===== config.mk =====
export PLATFORM = sky130hd
export DESIGN_NAME = kt2d_ram
export DESIGN_NICKNAME = d
export VERILOG_FILES = /design/src/hdl/kt2d_ram.sv
export SDC_FILE = /design/constraint.sdc
export NUM_CORES = 1
export LEC_CHECK = 0
export BUFFER_PORTS_ARGS = -buffer_cell sky130_fd_sc_hd__buf_2
export CAP_MARGIN = 20
export CORE_ASPECT_RATIO = 2
export CORE_UTILIZATION = 30
export DETAILED_ROUTE_END_ITERATION = 10
export PLACE_DENSITY_LB_ADDON = 0.1
export REMOVE_ABC_BUFFERS = 1
export SYNTH_ARGS = -nofsm -noshare
export SYNTH_HDL_FRONTEND = slang
export SYNTH_SLANG_ARGS = --single-unit

===== constraint.sdc =====
create_clock -name clk -period 3.87 [get_ports clk]
set_input_delay 0.774 -clock clk [delete_from_list [all_inputs] [get_ports clk]]
set_output_delay 0.774 -clock clk [all_outputs]
set_load 0.05 [all_outputs]

===== src/hdl/kt2d_ram.sv =====
// Generic single-write, single-read RAM with registered read data.
// No dependencies.
`default_nettype none
module kt2d_ram #(
  parameter int WIDTH = 32,
  parameter int DEPTH = 36
) (
  input  logic                     clk,
  input  logic                     we,
  input  logic [$clog2(DEPTH)-1:0] waddr,
  input  logic [WIDTH-1:0]         wdata,
  input  logic [$clog2(DEPTH)-1:0] raddr,
  output logic [WIDTH-1:0]         rdata
);
  logic [WIDTH-1:0] mem [DEPTH];

  always_ff @(posedge clk) begin
    if (we) begin
      mem[waddr] <= wdata;
    end
    rdata <= mem[raddr];
  end
endmodule
`default_nettype wire


==> impl_metrics.py, run 1 <==
metrics = {
    "layout": {
        "syn2layout_area_growth_pct": 16.87,
        "multiInputGateArea_sq_mm": 0.009988,
        "finish.instance_area_sq_mm": 0.05344,
        "seq_area_sq_mm": 0.03523,
        "drive_gt1_share_pct": 21.21,
        "layout.nets": 2585,
        "fill_cells": 13940,
    },
    "clock_tree": {
        "cts_resized": 0,
        "clock_path_buffers": 3,
        "htreeDepth": 3,
        "cts.sinks": 1184,
        "numCtsBuffers": 106,
        "cts_root_buf": "clkbuf_16",
        "cts_setup_buffers": 0,
        "cts_hold_buffers": 0,
        "clkLatencyLatePin_ns": 0.71,
        "clkTransAtPathRegs_ns": 0.06,
        "cts_tree": "done",
    },
    "yosys": {
        "yosys-top-cells-count": "1152 x edfxtp_1, 512 x mux2i_1, 128 x a22oi_1",
        "yosys.area.top_type_share_pct": 75.65,
        "yosys_warnings": 0,
        "ys_ff_latch": 1184,
        "syn_avg_cell_area_sq_um": 19.50,
        "synth.distinct_cells": 28,
        "synth_largest_area_cell": "edfxtp_1",
        "yosys_most_used_dff": "edfxtp_1",
        "synth_cells": 2345,
        "async_flop_share_pct": 0,
        "synth-seq-area-share_pct": 77.05,
        "ys_top_cells_by_area": "edfxtp_1 76%, mux2i_1 11%, a22oi_1 2.1%, a221oi_2 1.7%, mux4_2 1.6%",
        "synth.most_common_cell": "edfxtp_1",
        "synth_edf_count": 1152,
        "synth_area_sq_mm": 0.04573,
    },
    "grt": {
        "gr-total-overflow": 0,
        "grt_first_pass_wirelength_um": 195900,
        "antenna_found_initial": 13,
        "track_usage_pct": 18.42,
        "grt_max_degree": 49,
        "grt_pass1_vias": 24540,
    },
    "setup_path": {
        "crit_type": "primary input to register",
        "arrival_ns": 2.81,
        "endpoint_kind": "register",
        "ff2ff_path_depth": 5,
        "crit_path_max_fanout": 32,
        "start_kind": "primary input",
        "cp.required_ns": 4.18,
    },
    "power_and_ir_drop": {
        "power.density_mw_per_mm2": 509.9,
        "p_comb_share_pct": 5.8,
        "p_clk_share_pct": 42.0,
        "p_int_mw": 21.36,
        "p_sw_share_pct": 21.59,
        "p_sw_mw": 5.883,
        "p_leak_nw": 18.07,
        "pwr-share-seq_pct": 52.2,
        "ir_drop_uv": 301.8,
    },
    "timing": {
        "fin_crit_ns": 2.500,
        "final-setup-viol-count": 0,
        "hold_viol": 0,
        "timing.final.crit_share_pct": 64.60,
        "max_freq_mhz": 400.0,
        "slew_viol_final": 0,
        "final.setup.worst_slack_ns": 1.370,
        "slew_headroom_pct": 25.49,
        "whs_ns": 0.6215,
        "fin_worst_skew_ns": 0.02231,
        "worst_slew_pin_slew_ns": 1.118,
        "grt_setup_unrepaired": "false",
    },
    "die": {
        "die_h_um": 554.1,
        "placement_rows": 202,
        "die-area_sq_mm": 0.1541,
        "start_util_pct": 30.20,
        "die_w_um": 278.1,
        "coreArea_sq_mm": 0.1514,
        "ios": 78,
    },
    "outcome": {
        "outcome": "completed",
    },
    "job": {
        "drv_cap": 0,
    },
    "placement": {
        "postPlaceCellArea_sq_mm": 0.04966,
        "hpwl_um": 84770,
        "gp_congestion": 0.7524,
        "io_buffers": 77,
        "post-place-ws_ns": 0.6923,
    },
    "drt": {
        "drt-initial-drc-count": 1714,
        "via_per_inst": 5.048,
        "first_pass_iters": 5,
        "routed-via-count": 23100,
        "wl_per_cell_um": 31.14,
        "final_antenna_net_count": 0,
        "wirelength_um": 142500,
        "drc": 0,
    },
    "hold_path": {
        "hold_path_class": "primary input to register",
        "holdPathStages": 1,
    },
}
power groups by stage:
stage	combinational (mW)	sequential (mW)	clock (mW)
2_1_floorplan	0.613	14.6	0
3_3_place_gp	1.59	14.5	0
3_5_place_dp	1.61	14.5	0
4_1_cts	1.61	14.2	11.7
5_1_grt	1.67	14.2	12.1
6_report	1.57	14.2	11.4
logic make-up (layout without fill, tap and decap cells):
family                 after synthesis  in the layout  share of synthesized area (%)
AO/OA/AOI/OAI                      384            384                          7.527
buffers and inverters              141            427                          1.765
flip-flops                        1184           1184                          77.05
multiplexers                       544            544                          12.78
other                                0              7                              0
AND/OR/NAND/NOR                     92             92                         0.8702
sequential cells by signal, indices dropped and copies added (netlist names):
name and cells:
rdata 32, mem 1152
final timing paths:
path | slack, ns | start | to
worst max register to register | 2.12 | mem[28][5] | rdata[5]
worst min register to register | 0.66 | mem[35][4] | rdata[4]
worst max-delay path | 1.37 | we | mem[6][4]
worst min-delay path | 0.62 | wdata[17] | mem[27][17]
layout make-up:
type / instances / share of cell area [%]
Tap cell: 1938 / 4.537
Sequential cell: 1184 / 65.93
Antenna cell: 7 / 0.03278
Multi-Input combinational cell: 1020 / 18.69
Clock buffer: 142 / 5.581
Timing Repair Buffer: 227 / 3.769
Clock inverter: 58 / 1.461
per-layer routing:
layer / GRT usage, % / routed length (um)
met5: 0 / 27
met4: 6.427 / 4555
met3: 2.240 / 5026
met2: 34.53 / 77350
met1: 21.32 / 55530
placed cells by master, fill, tap and decap left out, types with 7 or more instances in the layout:
cell type  netlist  routed
buf_4           20     113
nand2_1         35      34
a22o_1          64      64
o41ai_2         32      32
a221oi_2        51      51
clkbuf_1        58      21
buf_12           0      39
clkinv_2         0      24
nor2_4           0      37
mux4_2          32      32
edfxtp_1      1152    1152
clkbuf_8         0      11
mux2i_1        512     512
dfxtp_1         32      32
buf_2           30      74
clkinv_1         0       9
a221oi_1        13      13
a21oi_1         64      64
bufinv_16        0      19
clkbuf_16        0     110
o22ai_1         32      32
a22oi_1        128     128
diode_2          0       7
worst max-delay path, cell delays in order:
cell and delay (ns):
buf_2 0.09, nor2b_1 0.48, nand2_1 0.61, nor2_4 0.21
buf_4 0.61
stage by stage:
step / utilization (%) / power, mW / instances / setup TNS [ns]
final: 35.30 / 27.25 / 4576 / 0
after global routing: 35.29 / 28.04 / 4570 / 0
after CTS: 35.29 / 27.58 / 4569 / 0
after detailed placement: 32.80 / 16.12 / 4369 / 0
after global placement: 32.80 / 16.10 / 4369 / 0
after floorplan: - / 15.23 / 2204 / -100.78
Power figures use the tool's default switching activity.
==> inputs of run 2 (changes only) <==
clock period = 2.05 ns   (was 3.87 ns; I/O delays follow)
==> run 2 against run 1 <==
  * Global-route usage is 1.2 points higher
  * Routed wire length is 5.9% higher
  * Core utilization is 1.3 points higher
  * Worst hold slack worse by 0.40 ns
  * Largest cell class unchanged
  * Highest routed layer unchanged
==> impl_metrics.py, run 2 (synthesis results as in run 1) <==
metrics = {
    "outcome": {
        "outcome": "completed",
    },
    "layout": {
        "layout_commonest_cell": "edfxtp_1",
        "largest_register": "mem",
        "syn2layout_area_growth_pct": 21.20,
        "largest_reg_flops": 1152,
        "finish.instance_area_sq_mm": 0.05542,
        "fill_cells": 13790,
        "biggestRegsByFlops": "mem (1152), rdata (32)",
        "layout.nets": 2732,
        "drive_gt1_share_pct": 25.36,
        "final_cell_mix": "1152 x edfxtp_1, 512 x mux2i_1, 182 x buf_4, 128 x a22oi_1, 116 x buf_12",
    },
    "power_and_ir_drop": {
        "p_clk_share_pct": 41.4,
        "p_int_mw": 40.10,
        "p_total_mw": 51.32,
        "p_comb_share_pct": 6.3,
        "p_sw_mw": 11.22,
        "p_leak_nw": 19.02,
        "pwr-share-seq_pct": 52.4,
        "power.density_mw_per_mm2": 926.0,
        "p_sw_share_pct": 21.85,
        "ir_drop_uv": 578.8,
    },
    "job": {
        "drv_cap": 0,
    },
    "setup_path": {
        "path_depth": 1,
        "cp_num_buf_inv": 1,
        "cp.required_ns": 1.64,
        "crit_path_max_fanout": 1,
        "reg2reg_from": "mem[16][16]",
        "arrival_ns": 1.54,
        "critPathSlowestCell": "dfxtp_1",
        "crit_type": "register to primary output",
        "critPathMaxStageDelay_ns": 0.50,
        "reg2reg_slack_ns": 0.17,
        "ff2ff_path_depth": 7,
        "r2r-end": "rdata[16]",
        "endpoint_kind": "primary output",
        "cpLargestDelayFamily": "flip-flops",
        "path_cells": "buf_2",
        "start_kind": "register",
    },
    "clock_tree": {
        "cts_setup_buffers": 0,
        "clkTransAtPathRegs_ns": 0.06,
        "clock_path_buffers": 3,
        "cts_root_buf": "clkbuf_16",
        "cts.sinks": 1184,
        "clkLatencyLatePin_ns": 0.70,
        "htreeDepth": 3,
        "cts_tree": "done",
        "numCtsBuffers": 107,
    },
    "drt": {
        "wirelength_um": 151000,
        "first_pass_iters": 5,
        "wl_met3_um": 4321,
        "via_per_inst": 5.029,
        "final_antenna_net_count": 0,
        "m1WireLength_um": 58290,
        "routed-via-count": 23730,
        "top_layer": "met5",
        "wl_per_cell_um": 32.00,
        "wl_met2_um": 83230,
        "drt-initial-drc-count": 1586,
        "drc": 0,
    },
    "timing": {
        "whs_ns": 0.2176,
        "max_freq_mhz": 512.1,
        "fin_worst_skew_ns": 0.02861,
        "fin_crit_ns": 1.953,
        "final.setup.worst_slack_ns": 0.09716,
        "slew_headroom_pct": 50.78,
        "timing.final.crit_share_pct": 95.26,
        "final-setup-viol-count": 0,
        "setup_tns_ns": 0,
        "slew_viol_final": 0,
        "grt_setup_unrepaired": "false",
        "hold_viol": 0,
        "worst_slew_pin_slew_ns": 0.7383,
    },
    "die": {
        "ios": 78,
        "placement_rows": 202,
        "start_util_pct": 30.20,
        "die-area_sq_mm": 0.1541,
        "die_w_um": 278.1,
        "coreArea_sq_mm": 0.1514,
        "die_h_um": 554.1,
    },
    "grt": {
        "grt_first_pass_wirelength_um": 207900,
        "gr-total-overflow": 0,
        "antenna_found_initial": 13,
        "track_usage_pct": 19.63,
        "grt_max_degree": 41,
        "grt_pass1_vias": 25360,
    },
    "placement": {
        "io_buffers": 77,
        "gp_congestion": 0.7605,
        "postPlaceCellArea_sq_mm": 0.05172,
        "hpwl_um": 95320,
        "post-place-ws_ns": -0.5521,
    },
    "hold_path": {
        "min_from": "raddr[5]",
        "holdPathEnd": "rdata[18]",
        "hold_path_class": "primary input to register",
        "holdPathStages": 3,
    },
}
-- run 2: cell type report --
class | instances | area, sq um | area share (%)
Tap cell | 1938 | 2425 | 4.375
Timing Repair Buffer | 373 | 4074 | 7.351
Clock buffer | 139 | 2959 | 5.339
Antenna cell | 4 | 10.01 | 0.01806
Clock inverter | 60 | 719.4 | 1.298
Sequential cell | 1184 | 35240 | 63.58
Multi-Input combinational cell | 1020 | 10000 | 18.04
-- run 2: repair_timing --
item | in CTS | in global routing
setup endpoints to repair | 2 | 0
gates resized for setup | 2 | 0
hold buffers | 0 | 0
-- run 2: power by group through the flow --
stage               Sequential [mW]  Clock [mW]  Combinational (mW)
finish                         26.9        21.2                3.23
global route                   26.9        22.5                3.42
CTS                            26.9        21.8                3.30
detailed placement             27.4           0                3.29
global placement               27.4           0                3.26
floorplan                      27.6           0                1.16
-- run 2: through the flow --
| stage | std cells | utilization, % |
|---|---|---|
| 6_report | 4718 | 36.61 |
| 2_1_floorplan | 2204 | - |
| 4_1_cts | 4714 | 36.60 |
| 3_3_place_gp | 4515 | 34.16 |
| 3_5_place_dp | 4515 | 34.16 |
| 5_1_grt | 4715 | 36.60 |
-- run 2: how the worst max path moves through the flow --
stage               slack (ns)       from        end
floorplan                -4.64   raddr[1]  rdata[30]
global placement         -0.53   raddr[0]   rdata[6]
detailed placement       -0.55   raddr[0]   rdata[9]
CTS                       0.01  rdata[20]  rdata[20]
global route              0.06  rdata[20]  rdata[20]
finish                     0.1   rdata[8]   rdata[8]
-- run 2: per-layer routing --
metal,global-route usage [%],vias to the layer above
li1,-,10320
met1,22.52,12750
met2,37.16,469
met3,2.261,184
met4,6.749,6
met5,0,-
