**config.mk**
```make
export PLATFORM = sky130hd
export DESIGN_NAME = kt2d_div
export DESIGN_NICKNAME = d
export VERILOG_FILES = /design/src/hdl/kt2d_pkg.sv /design/src/hdl/kt2d_div.sv
export SDC_FILE = /design/constraint.sdc
export NUM_CORES = 1
export LEC_CHECK = 0
export ABC_AREA = 1
export BUFFER_PORTS_ARGS = -buffer_cell sky130_fd_sc_hd__buf_2
export CORE_ASPECT_RATIO = 1.5
export CORE_MARGIN = 2
export CORE_UTILIZATION = 38
export CTS_BUF_LIST = sky130_fd_sc_hd__clkbuf_2 sky130_fd_sc_hd__clkbuf_4 sky130_fd_sc_hd__clkbuf_8
export CTS_CLUSTER_SIZE = 8
export DETAILED_ROUTE_END_ITERATION = 8
export PLACE_DENSITY = 0.64
export SYNTH_ARGS = -nofsm -noshare
export SYNTH_HDL_FRONTEND = slang
export SYNTH_SLANG_ARGS = --single-unit
```
**constraint.sdc**
```tcl
create_clock -name clk -period 3.6 [get_ports clk]
set_clock_uncertainty 0.2 [all_clocks]
set_input_delay 0.36 -clock clk [delete_from_list [all_inputs] [get_ports clk]]
set_output_delay 0.36 -clock clk [all_outputs]
set_load 0.03 [all_outputs]
```
**src/hdl/kt2d_pkg.sv**
```systemverilog
// Shared constants, types and fixed-point helpers for the 2-D Kalman tracker.
// Depends on nothing; kt2d_if, kt2d_div and the top-level tracker use it.
`default_nettype none
package kt2d_pkg;

  localparam int FRAC_BITS         = 16;
  localparam int PREDICT_STEPS_MAX = 255;

  localparam logic signed [31:0] FX_ONE       = 32'(64'd1 << FRAC_BITS);
  localparam logic signed [31:0] TENTH        = 32'(((64'd1 << FRAC_BITS) + 64'd5) / 64'd10);
  localparam logic signed [31:0] PRIOR_POS    = 32'(64'd100 << FRAC_BITS);
  localparam logic signed [31:0] MEAS_VAR_RST = 32'(64'd9 << FRAC_BITS);
  localparam logic signed [31:0] Q_POS        = 32'(64'd2 << FRAC_BITS);
  localparam logic signed [31:0] Q_VEL        = 32'((64'd7 << FRAC_BITS) / 64'd2);
  localparam logic signed [31:0] Q_ACC        = 32'(64'd4 << FRAC_BITS);

  localparam int COV_N  = 36;
  localparam int COV_AW = 6;

  localparam int DIV_NW = 33 + FRAC_BITS;
  localparam int DIV_CW = 6;

  localparam int CFG_IDX_W = 3;
  localparam logic [CFG_IDX_W-1:0] CFG_INIT_POS_X   = 3'd0;
  localparam logic [CFG_IDX_W-1:0] CFG_INIT_POS_Y   = 3'd1;
  localparam logic [CFG_IDX_W-1:0] CFG_TIME_STEP    = 3'd2;
  localparam logic [CFG_IDX_W-1:0] CFG_MEAS_VAR     = 3'd3;
  localparam logic [CFG_IDX_W-1:0] CFG_ACCEL_FB     = 3'd4;

  typedef enum logic [2:0] {
    OP_DT2, OP_FP, OP_FTF, OP_DET, OP_GAIN, OP_PMT, OP_MV, OP_MUPD
  } op_t;

  typedef struct packed {
    logic       valid;
    op_t        op;
    logic [2:0] i;
    logic [2:0] j;
    logic       first;
    logic       last;
    logic       neg;
    logic       half;
  } pipe_ctl_t;

  typedef struct packed {
    logic               start;
    logic signed [32:0] num;
    logic signed [31:0] den;
  } div_req_t;

  function automatic logic signed [31:0] sat32(input logic signed [63:0] v);
    logic signed [31:0] r;
    if (v > 64'sd2147483647) r = 32'sh7fffffff;
    else if (v < -64'sd2147483648) r = 32'sh80000000;
    else r = v[31:0];
    return r;
  endfunction

  // position within an axis: 0 position, 1 velocity, 2 acceleration
  function automatic logic [1:0] sub3(input logic [2:0] r);
    logic [1:0] s;
    case (r) inside
      3'd1, 3'd4: s = 2'd1;
      3'd2, 3'd5: s = 2'd2;
      default:    s = 2'd0;
    endcase
    return s;
  endfunction

  function automatic logic signed [31:0] f_elem(input logic [2:0] r, input logic [2:0] c,
                                                input logic signed [31:0] dt,
                                                input logic signed [31:0] dt2,
                                                input logic signed [31:0] af);
    logic signed [31:0] v;
    v = '0;
    if (r == c) begin
      v = FX_ONE;
    end else if ((r >= 3'd3) == (c >= 3'd3)) begin
      case ({sub3(r), sub3(c)}) inside
        4'b0001, 4'b0110: v = dt;
        4'b0010:          v = dt2;
        4'b1001:          v = af;
        default:          v = '0;
      endcase
    end
    return v;
  endfunction

  function automatic logic signed [31:0] q_diag(input logic [2:0] r);
    logic signed [31:0] q;
    case (sub3(r))
      2'd1:    q = Q_VEL;
      2'd2:    q = Q_ACC;
      default: q = Q_POS;
    endcase
    return q;
  endfunction

  function automatic logic [COV_AW-1:0] idx6(input logic [2:0] r, input logic [2:0] c);
    return COV_AW'(6 * int'(r) + int'(c));
  endfunction

endpackage
`default_nettype wire

```
**src/hdl/kt2d_div.sv**
```systemverilog
// Radix-2 restoring divider: (num * 2^FRAC_BITS) / den, truncated, saturated.
// Depends on kt2d_pkg.
`default_nettype none
module kt2d_div (
  input  logic                clk,
  input  logic                rst_n,
  input  kt2d_pkg::div_req_t  req,
  output logic                done,
  output logic signed [31:0]  quot
);
  import kt2d_pkg::*;

  logic              busy_r, done_r, neg_r;
  logic [DIV_CW-1:0] cnt_r;
  logic [DIV_NW-1:0] num_r, quo_r;
  logic [31:0]       den_r, rem_r;
  logic [32:0]       num_mag, trial;
  logic [31:0]       den_mag;
  logic              fits;

  assign num_mag = req.num[32] ? 33'(-req.num) : 33'(req.num);
  assign den_mag = req.den[31] ? 32'(-req.den) : 32'(req.den);
  assign trial   = {rem_r, num_r[DIV_NW-1]};
  assign fits    = trial >= {1'b0, den_r};

  always_ff @(posedge clk) begin
    if (!rst_n) begin
      busy_r <= 1'b0;
      done_r <= 1'b0;
    end else if (req.start && !busy_r) begin
      busy_r <= 1'b1;
      done_r <= 1'b0;
    end else if (busy_r) begin
      if (cnt_r == '0) begin
        busy_r <= 1'b0;
        done_r <= 1'b1;
      end
    end else begin
      done_r <= 1'b0;
    end
  end

  always_ff @(posedge clk) begin
    if (req.start && !busy_r) begin
      num_r <= {num_mag, FRAC_BITS'(0)};
      den_r <= den_mag;
      rem_r <= '0;
      quo_r <= '0;
      neg_r <= req.num[32] ^ req.den[31];
      cnt_r <= DIV_CW'(DIV_NW - 1);
    end else if (busy_r) begin
      rem_r <= fits ? 32'(trial - {1'b0, den_r}) : trial[31:0];
      num_r <= {num_r[DIV_NW-2:0], 1'b0};
      quo_r <= {quo_r[DIV_NW-2:0], fits};
      cnt_r <= cnt_r - 1'b1;
    end
  end

  // saturate the signed quotient to 32 bits
  always_comb begin
    if (neg_r) begin
      if (quo_r > {{(DIV_NW-32){1'b0}}, 32'h8000_0000}) quot = 32'sh80000000;
      else quot = 32'(-quo_r);
    end else begin
      if (quo_r >= {{(DIV_NW-32){1'b0}}, 32'h8000_0000}) quot = 32'sh7fffffff;
      else quot = quo_r[31:0];
    end
  end

  assign done = done_r;
endmodule
`default_nettype wire

```
==> summary.txt, run 1 <==
Status = completed
Worst R2R Setup Slack = 880 ps
Sequential fraction of the synthesis area = 33.3%
I/O Buffers = 100
Max Fanout on Critical Path = 21
Most common cell on crit path = inv_1
Critical Path RT = 3040 ps
Placed cells = 2,171
HPWL after DPL = 26.3 mm
# diodes = 0
GR Overflow Total = 0
Drt drc = 0
Fin. Hold Viols = 0
Slew HR = 47.2%
Total core area = 29,400 sq um
Ys flop type = dfxtp_1
Most frequent cells in the layout = nand2_1, inv_1, nand3_1
Reg clk slew, reported paths = 100 ps
Achievable Freq = 296 MHz
Setup CP Type = reg2out
Worst Path Arrival = 2820 ps
Total wire length = 33.9 mm
Routed wire per std cell = 15.2 um
CTS sink cnt = 155
Leakage = 0.00647 uW
Num CTS Buffers = 17
Site Rows = 77
CP startpoint kind = register
Die height = 215 um
Setup Viol. Count Final = 0
EDFF count, synth = 66
Router iterations before antenna repair = 7
Synth area leaders = edfxtp_1, nand2_1, dfxtp_1
Min Clock Period, post-route = 3380 ps
Mapped Cells = 1,709
Worst Hold Slack = 61.3 ps
Layout cells sized above 1 = 10.0%
Slowest stage delay, CP = 350 ps
Root buffer selected by CTS = clkbuf_8
Final worst path period share = 93.8%
Syn Std Cell Area = 11,300 sq um
Gate family responsible for the most delay along the worst path = simple AND/OR/NAND/NOR gates
Flops & latches, synth = 155
Netlist cell types = 43
IO Count = 101
CP Buf/Inv Count = 3
Syn avg cell area = 6.62 sq um
Cell Area, Placed = 12,200 sq um
Worst-case vdd ir drop = 313 uV
Final Max Slew Viols = 0
Vias/cell = 5.05
P per Cell Area = 577 nW/um^2
Design area = 12,900 sq um
Yosys top cell area share = 17.5%
Initial DRC Count = 707
Slew at the pin with the worst max-slew slack = 791 ps
Die W = 145 um
Post-route insts no fill = 2,226
Antenna violations before repair = 2
Cells along the critical path = inv_1 -> ha_1 -> inv_1 -> nor3_4 -> nand2_1 -> nor3_2 -> nand4_1 -> nand2_4 -> nand2_8 -> o21ai_1 -> buf_2
Worst setup margin = 222 ps
Clock Latency Late Sink = 500 ps
Commonest non-fill, non-tap cell in the layout = nand2_1
Synth Warn # = 0
First-pass GRT wire length = 54.6 mm
H-tree depth = 4
Area Overhead vs Synth = 13.9%
Max clock buf depth = 2
CP Capture Type = output pin
Synth area leader = edfxtp_1
Die area = 31,200 sq um
Routability cong. = 0.964
Min-Delay Path Class = in2reg
Vias in the first global route = 11,110
# fillers = 3,114
Max-Cap Viols = 0
Largest net degree at the start of global routing = 65
RSZ-0062 raised after global routing = false
Slowest CP cell = dfxtp_1
Place WS = 497 ps
Initial Utilization = 38.5%
Antenna Violating Nets Remaining = 0
Total number of vias = 11,240
Synth Net Count = 1,814
Final #Nets = 1,923
Final setup TNS = 0 ps
CTS tree = done
Asr flop ratio synth = 0%
GRT Util Overall = 21.8%
timing repair:
action / in CTS / in global routing
gates resized for setup: 1 / 5
hold buffers: 23 / 0
pin swaps: 0 / 0
setup endpoints to repair: 10 / 14
endpoints found under the hold margin: 24 / 0
buffers inserted: 0 / 0
registers in the layout, summed over array words and instances (netlist names):
| register | cells |
|---|---|
| neg_r | 1 |
| busy_r | 1 |
| rem_r | 32 |
| cnt_r | 6 |
| den_r | 32 |
| quo_r | 49 |
| num_r | 33 |
| done | 1 |
synth_stat cells, drive strengths merged (4+ instances only):
cell type	number
or2	4
nor4	8
o31ai	4
xor2	67
nor3	28
dfxtp	89
o21ai	98
nor2	150
nand4	37
a21oi	29
nand2	505
nand3b	16
o21bai	5
nand3	140
buf	14
edfxtp	66
a31oi	6
ha	36
o22ai	49
clkbuf	32
inv	296
xnor2	20
where the power goes:
part / switching [uW] / leakage, uW / internal, uW / total, uW
logic: 2480 / 0.00488 / 1240 / 3720
clock network: 803 / 0.000216 / 657 / 1460
registers: 154 / 0.00138 / 2110 / 2260
total: 3440 / 0.00647 / 4000 / 7440
stage by stage:
step                power, uW  util (%)
detailed placement       5970      41.5
CTS                      7470      43.8
global placement         5950      41.5
finish                   7440      43.9
global route             8010      43.9
floorplan                5050         -
worst paths after layout:
kind,from,endpoint,depth (start not counted)
worst max register to register,den_r[24]$_DFFE_PP_,rem_r[21]$_SDFFE_PP0P_,14
worst min-delay path,req[14],den_r[14]$_DFFE_PP_,3
worst max-delay path,quo_r[0]$_SDFFE_PP0P_,quot[12],11
worst min register to register,rem_r[18]$_SDFFE_PP0P_,rem_r[18]$_SDFFE_PP0P_,2
cell families (layout without fill, tap and decap cells):
| group | count (synthesis) | count (layout) | synth area share (%) |
|---|---|---|---|
| compound gates | 194 | 194 | 9.55 |
| xor+xnor | 87 | 87 | 6.73 |
| fa+ha+maj | 37 | 37 | 4.16 |
| buf+inv | 344 | 466 | 12.0 |
| flops | 155 | 155 | 33.3 |
| simple gates | 892 | 892 | 34.3 |
layer usage:
metal	up-vias	track usage (%)	share of wire [%]
li1	5684	-	-
met2	301	39.2	50
met1	5158	24.2	40
met3	93	3.50	4.0
met4	4	13.1	5.7
met5	-	0	0.080
tightest hold or removal path, stage by stage:
cell and delay, ps:
buf_2 90, inv_1 60, xor2_1 140
final cells by class:
| class | instances | area (sq um) | share of cell area (%) |
|---|---|---|---|
| clock buffers | 17 | 234 | 1.81 |
| clock inverters | 15 | 203 | 1.57 |
| inverters | 298 | 1120 | 8.68 |
| multi-input cells | 1210 | 6240 | 48.4 |
| flip-flops and latches | 155 | 3760 | 29.2 |
| well taps | 395 | 494 | 3.83 |
| repair buffers | 136 | 841 | 6.52 |
(Power assumes the default switching activity.)
==> run 2: changes to the inputs <==
--- a/config.mk
+++ b/config.mk
@@ -5,7 +5,6 @@
 export SDC_FILE = /design/constraint.sdc
 export NUM_CORES = 1
 export LEC_CHECK = 0
-export ABC_AREA = 1
 export BUFFER_PORTS_ARGS = -buffer_cell sky130_fd_sc_hd__buf_2
 export CORE_ASPECT_RATIO = 1.5
 export CORE_MARGIN = 2
==> summary.txt, run 2 <==
Final Max Slew Viols = 0 (unchanged)
Achievable Freq = 217 MHz (-27%)
Worst setup margin = -1010 ps (-1230 ps)
Num CTS Buffers = 17 (unchanged)
Final worst path period share = 128% (+34 points)
Router iterations before antenna repair = 4 (-3)
Total number of vias = 8,886 (-21%)
First-pass GRT wire length = 41.0 mm (-25%)
Reg clk slew, reported paths = 80 ps (-20 ps)
Clock Latency Late Sink = 470 ps (-30 ps)
Synth area leaders = edfxtp_1, dfxtp_1, nand2_1
Setup Viol. Count Final = 32 (+32)
Max clock buf depth = 2 (unchanged)
Slew at the pin with the worst max-slew slack = 989 ps (+197 ps)
Failing checks = setup timing
Max FFs per register = 49 (unchanged)
FF-to-FF path depth = 12 (-2)
CP Capture Type = output pin
Setup CP Type = reg2out
Synth Net Count = 1,297 (-29%)
H-tree depth = 4 (unchanged)
Critical Path Source = quo_r[17]$_SDFFE_PP0P_
Max-Cap Viols = 0 (unchanged)
Antenna Violating Nets Remaining = 0 (unchanged)
Worst R2R Setup Slack = 250 ps (-630 ps)
Layout cells sized above 1 = 20.7% (+11 points)
CTS sink cnt = 155 (unchanged)
Initial DRC Count = 400 (-43%)
Largest register by flop count = quo_r
XOR/XNOR Fraction of Synth Area = 8.42% (+1.7 points)
Fin. Hold Viols = 0 (unchanged)
Biggest regs = quo_r: 49 flops, num_r: 33 flops
Final #Nets = 1,433 (-25%)
Status = finished, violations left
Reg-to-reg endpoint = rem_r[1]$_SDFFE_PP0P_
Largest family of logic cells by synthesized area = simple AND/OR/NAND/NOR gates
Vias in the first global route = 8,660 (-22%)
Synth Warn # = 0 (unchanged)
Mapped Cells = 1,192 (-30%)
Sequential fraction of the synthesis area = 38.1% (+4.8 points)
Post-synthesis compound-gate area fraction = 20.9% (+11 points)
GRT Util Overall = 18.4% (-3.5 points)
Post-Synth Simple-Gate Area = 21.9% (-12 points)
Ys flop type = dfxtp_1
Die W = 136 um (-6.4%)
Adder-cell share of the synthesized area = 4.76% (+0.60 points)
Flops & latches, synth = 155 (unchanged)
Synth area leader = edfxtp_1
Netlist cell types = 60 (+40%)
Root buffer selected by CTS = clkbuf_8
Total wire length = 24.8 mm (-27%)
Final setup TNS = -28,120 ps (-28,120 ps)
GR Overflow Total = 0 (unchanged)
Worst Path Arrival = 4050 ps (+1230 ps)
Critical Path RT = 3040 ps (about the same)
Yosys top cell area share = 20.1% (+2.5 points)
Worst-case vdd ir drop = 208 uV (-34%)
P per Cell Area = 300 nW/um^2 (-48%)
CP startpoint kind = register
Max Fanout on Critical Path = 8 (-62%)
Die height = 201 um (-6.4%)
Most frequent cells in the layout = nand2_1, o21ai_0, dfxtp_1
Antenna violations before repair = 0 (-2)
Vias/cell = 5.31 (+5.1%)
Routability cong. = 0.897 (-7.0%)
Multi-input logic area = 6220 sq um (-0.34%)
Reg2reg start = den_r[10]$_DFFE_PP_
HPWL after DPL = 18.3 mm (-30%)
Initial Utilization = 38.5% (about the same)
Worst Setup EP = quot[17]
I/O Buffers = 100 (unchanged)
Slew HR = 34.1% (-13 points)
Syn Std Cell Area = 9880 sq um (-13%)
Most common cell in the netlist = nand2_1
Register area = 3770 sq um (+0.17%)
CTS tree = done
Pwr Total = 3750 uW (-50%)
IO Count = 101 (unchanged)
Drt drc = 0 (unchanged)
Largest net degree at the start of global routing = 119 (+83%)
Post-synthesis mux area share = 0.532% (+0.53 points)
Total core area = 25,700 sq um (-13%)
EDFF count, synth = 66 (unchanged)
Die area = 27,300 sq um (-12%)
Asr flop ratio synth = 0% (unchanged)
Min-Delay Path Class = in2reg
Area Overhead vs Synth = 26.3%
Commonest cells post-synth = nand2_1, o21ai_0, dfxtp_1
RSZ-0062 raised after global routing = true
Leakage = 0.00500 uW (-23%)
Commonest non-fill, non-tap cell in the layout = nand2_1
# diodes = 0 (unchanged)
# fillers = 2,478 (-20%)
Site Rows = 72 (-6.5%)
Syn avg cell area = 8.29 sq um (+25%)
Routed wire per std cell = 14.8 um (-2.9%)
Min Clock Period, post-route = 4610 ps (+1230 ps)
-- run 2: power by group --
part | switching (uW) | leakage (uW) | internal (uW) | total (uW)
Sequential | 50.9 | 0.00138 | 1950 | 2000
Clock | 701 | 0.000161 | 492 | 1190
Combinational | 325 | 0.00347 | 228 | 553
-- run 2: timing repair --
item	CTS	global route
cloned	0	0
hold buffers	15	0
pin swaps	4	8
setup buffers	0	2
resized for setup	78	24
hold endpoints to repair	17	0
endpoints found under the setup margin	32	33
-- run 2: routing by layer --
metal | global-route usage [%] | wire, um | part of all wire, % | vias to the layer above
met4 | 7.74 | 739 | 3.0 | 0
met5 | 0 | 0 | 0 | -
li1 | - | - | - | 4539
met2 | 34.4 | 13400 | 54 | 108
met3 | 2.82 | 502 | 2.0 | 50
met1 | 20.2 | 10100 | 41 | 4189
-- run 2: worst min path at each step --
stage          slack, ps                     to  cells past startpoint             startpoint
2_1_floorplan        230  quo_r[9]$_SDFFE_PP0P_                      2  quo_r[8]$_SDFFE_PP0P_
3_3_place_gp         250  quo_r[9]$_SDFFE_PP0P_                      2  quo_r[8]$_SDFFE_PP0P_
3_5_place_dp         260  quo_r[9]$_SDFFE_PP0P_                      2  quo_r[8]$_SDFFE_PP0P_
4_1_cts              0.7    den_r[17]$_DFFE_PP_                      2                req[17]
5_1_grt               20    den_r[17]$_DFFE_PP_                      2                req[17]
6_report              30    den_r[17]$_DFFE_PP_                      2                req[17]
-- run 2: final cells by class --
class / instances / area share [%]
timing repair buffer: 194 / 12.1
sequential: 155 / 30.2
multi-input combinational: 903 / 49.8
tap: 333 / 3.34
inverter: 57 / 1.73
clock inverter: 13 / 0.752
clock buffer: 19 / 2.00
-- run 2: worst max-delay path, cell delays in order, from the launching register on --
cell and delay [ps]:
dfxtp_2 320, or3_4 370, or4_4 490, or4_4 500, or3_4 390, or4_4 420
a21o_4 270, buf_6 150, o31ai_1 240, nand2_1 130, o311ai_4 110, buf_6 180
-- run 2: stage by stage --
step | hold slack [ps] | setup WS, ps | util [%] | cells | instance area [sq um]
final | 26.9 | -1010 | 48.6 | 1674 | 12500
after global routing | 15.8 | -1110 | 48.6 | 1674 | 12500
after CTS | 0.681 | -1030 | 48.1 | 1672 | 12300
after detailed placement | 256 | -629 | 45.1 | 1625 | 11600
after global placement | 253 | -572 | 45.1 | 1625 | 11600
after floorplan | 228 | -518 | - | 1192 | 10400
-- run 2: cell families after synthesis --
| logic type | Yosys count |
|---|---|
| xor gates and xnor gates | 95 |
| muxes | 5 |
| buffers and inverters | 134 |
| and+or+nand+nor | 447 |
| adders and majority gates | 37 |
| DFF | 155 |
| AOI/OAI and AO/OA | 319 |
==> run 3: changes to the inputs <==
--- a/config.mk
+++ b/config.mk
@@ -5,14 +5,14 @@
 export SDC_FILE = /design/constraint.sdc
 export NUM_CORES = 1
 export LEC_CHECK = 0
-export BUFFER_PORTS_ARGS = -buffer_cell sky130_fd_sc_hd__buf_2
 export CORE_ASPECT_RATIO = 1.5
 export CORE_MARGIN = 2
 export CORE_UTILIZATION = 38
 export CTS_BUF_LIST = sky130_fd_sc_hd__clkbuf_2 sky130_fd_sc_hd__clkbuf_4 sky130_fd_sc_hd__clkbuf_8
 export CTS_CLUSTER_SIZE = 8
 export DETAILED_ROUTE_END_ITERATION = 8
-export PLACE_DENSITY = 0.64
+export DONT_BUFFER_PORTS = 1
+export PLACE_DENSITY = 0.61
 export SYNTH_ARGS = -nofsm -noshare
 export SYNTH_HDL_FRONTEND = slang
 export SYNTH_SLANG_ARGS = --single-unit
==> summary.txt, run 3 (same netlist as run 2, synthesis figures left out) <==
GR Overflow Total = 0 (unchanged)
I/O Buffers = 0 (-100%)
Min Clock Period, post-route = 4590 ps (-19.2 ps)
Routed met3 length = 820 um (+63%)
Min-Delay Path Class = in2reg
Area Overhead vs Synth = 30.5%
RSZ-0062 raised after global routing = true
NetSw = 1120 uW (+3.7%)
Vias in the first global route = 9,087 (+4.9%)
Power share of the sequential group = 50.0% (-3.4 points)
Max-Cap Viols = 0 (unchanged)
Critical Path RT = 3040 ps (about the same)
CP Capture Type = output pin
Cells along the critical path = or3_4 -> or4_4 -> or4_4 -> or3_4 -> or4_4 -> a21o_4 -> buf_4 -> o41ai_4 -> nand2_1 -> o311ai_4 -> buf_6
Setup CP Type = reg2out
First-pass GRT wire length = 43.2 mm (+5.2%)
HPWL after DPL = 17.8 mm (-2.9%)
Post-Route Utilization = 50.2% (+1.6 points)
Cell Area, Placed = 11,200 sq um (-3.4%)
DR WL met2 = 14.4 mm (+6.9%)
Total core area = 25,700 sq um (unchanged)
Slowest stage delay, CP = 500 ps (about the same)
Total wire length = 26.3 mm (+6.0%)
CP Buf/Inv Count = 2 (unchanged)
Layout cells sized above 1 = 15.6% (-5.1 points)
Place WS = -606 ps (+22.7 ps)
Hold Crit Depth = 3 (+1)
Most common cell on crit path = or4_4
Drt drc = 0 (unchanged)
Max Fanout on Critical Path = 7 (-1)
Total number of vias = 9,026 (+1.6%)
Switching share of power = 27.9% (-0.82 points)
Worst Path Arrival = 4030 ps (-20 ps)
Most frequent cells in the layout = nand2_1, o21ai_0, dfxtp_1
Final worst path period share = 128% (-0.53 points)
P per Cell Area = 310 nW/um^2 (+3.3%)
Die height = 201 um (unchanged)
Failing checks = setup timing
Num CTS Buffers = 17 (unchanged)
Achievable Freq = 218 MHz (+0.42%)
# diodes = 0 (unchanged)
Slew HR = 28.6% (-5.5 points)
Setup Viol. Count Final = 32 (unchanged)
Router iterations before antenna repair = 4 (unchanged)
Placed cells = 1,538 (-5.4%)
Leakage = 0.00504 uW (+0.70%)
CTS tree = done
CTS sink cnt = 155 (unchanged)
Commonest non-fill, non-tap cell in the layout = nand2_1
FF-to-FF path depth = 12 (unchanged)
Worst Hold Slack = 48.3 ps (+21.4 ps)
GRT Util Overall = 19.5% (+1.1 points)
Worst-case vdd ir drop = 272 uV (+31%)
IO Count = 101 (unchanged)
Initial DRC Count = 336 (-16%)
Final #Nets = 1,418 (-1.0%)
Root buffer selected by CTS = clkbuf_8
Slowest CP cell = or4_4
Post-route insts no fill = 1,659 (-0.90%)
Final Max Slew Viols = 0 (unchanged)
Crit path depth = 11 (unchanged)
M1 wire length = 10.3 mm (+2.2%)
Design area = 12,900 sq um (+3.4%)
Fin. Hold Viols = 0 (unchanged)
CP startpoint kind = register
Max clock buf depth = 2 (unchanged)
Slew at the pin with the worst max-slew slack = 1070 ps (+82.1 ps)
Die W = 136 um (unchanged)
Gate family responsible for the most delay along the worst path = simple AND/OR/NAND/NOR gates
Reg clk slew, reported paths = 90 ps (about the same)
Worst setup margin = -991 ps (+19.2 ps)
Routed wire per std cell = 15.8 um (+7.0%)
Biggest regs = quo_r: 49 flops, num_r: 33 flops
Comb power frac = 14.7% (about the same)
Status = finished, violations left
Clock power frac = 35.3% (+3.5 points)
H-tree depth = 4 (unchanged)
Initial Utilization = 38.5% (unchanged)
Largest register by flop count = quo_r
Site Rows = 72 (unchanged)
Routability cong. = 0.873 (-2.6%)
Max FFs per register = 49 (unchanged)
Clock Latency Late Sink = 490 ps (+20 ps)
Largest net degree at the start of global routing = 133 (+12%)
Top layer in use = met4
Die area = 27,300 sq um (unchanged)
Vias/cell = 5.44 (+2.5%)
Antenna Violating Nets Remaining = 0 (unchanged)
Antenna violations before repair = 0 (unchanged)
Internal cell power = 2880 uW (+8.0%)
==> run 3: power by group through the flow <==
stage | Combinational (uW) | Clock (uW) | Sequential (uW)
6_report | 589 | 1410 | 2000
5_1_grt | 653 | 1540 | 2010
4_1_cts | 583 | 1460 | 2000
3_5_place_dp | 457 | 0 | 2040
3_3_place_gp | 448 | 0 | 2040
2_1_floorplan | 390 | 0 | 2020
==> run 3: routing by layer <==
metal	up-vias	track usage (%)
met5	-	0
met4	0	7.78
met3	55	4.13
met2	166	36.5
met1	4296	20.8
li1	4509	-
==> run 3: stage by stage <==
stage | total power [uW] | setup TNS [ps]
after floorplan | 2410 | -12120
after global placement | 2480 | -12090
after detailed placement | 2500 | -13650
after CTS | 4040 | -29250
after global routing | 4200 | -32060
final | 4000 | -28020
==> run 3: worst min-delay path, cell delays in order <==
cell	delay [ps]
o31ai_1	60
xor2_1	70
o21ai_0	130
==> run 3: worst paths after layout <==
path	from	endpoint	slack, ps
worst max register to register	num_r[48]$_DFFE_PP_	rem_r[20]$_SDFFE_PP0P_	330
worst min register to register	quo_r[43]$_SDFFE_PP0P_	quo_r[44]$_SDFFE_PP0P_	290
worst min-delay path	req[64]	num_r[25]$_DFFE_PP_	50
worst max-delay path	quo_r[17]$_SDFFE_PP0P_	quot[26]	-990
==> run 3: layout make-up <==
type	count	area, sq um
flip-flops and latches	155	3770
well taps	333	417
inverters	57	216
clock buffers	18	248
fillers	2412	12800
multi-input cells	903	6320
repair buffers	179	1740
clock inverters	14	180
==> run 3: timing repair <==
action | 4_1_cts | 5_1_grt
setup endpoints to repair | 32 | 55
buffers inserted | 3 | 0
pin swaps | 9 | 10
resized for setup | 50 | 24
cloned | 1 | 0
endpoints found under the hold margin | 119 | 0
hold buffers | 85 | 0
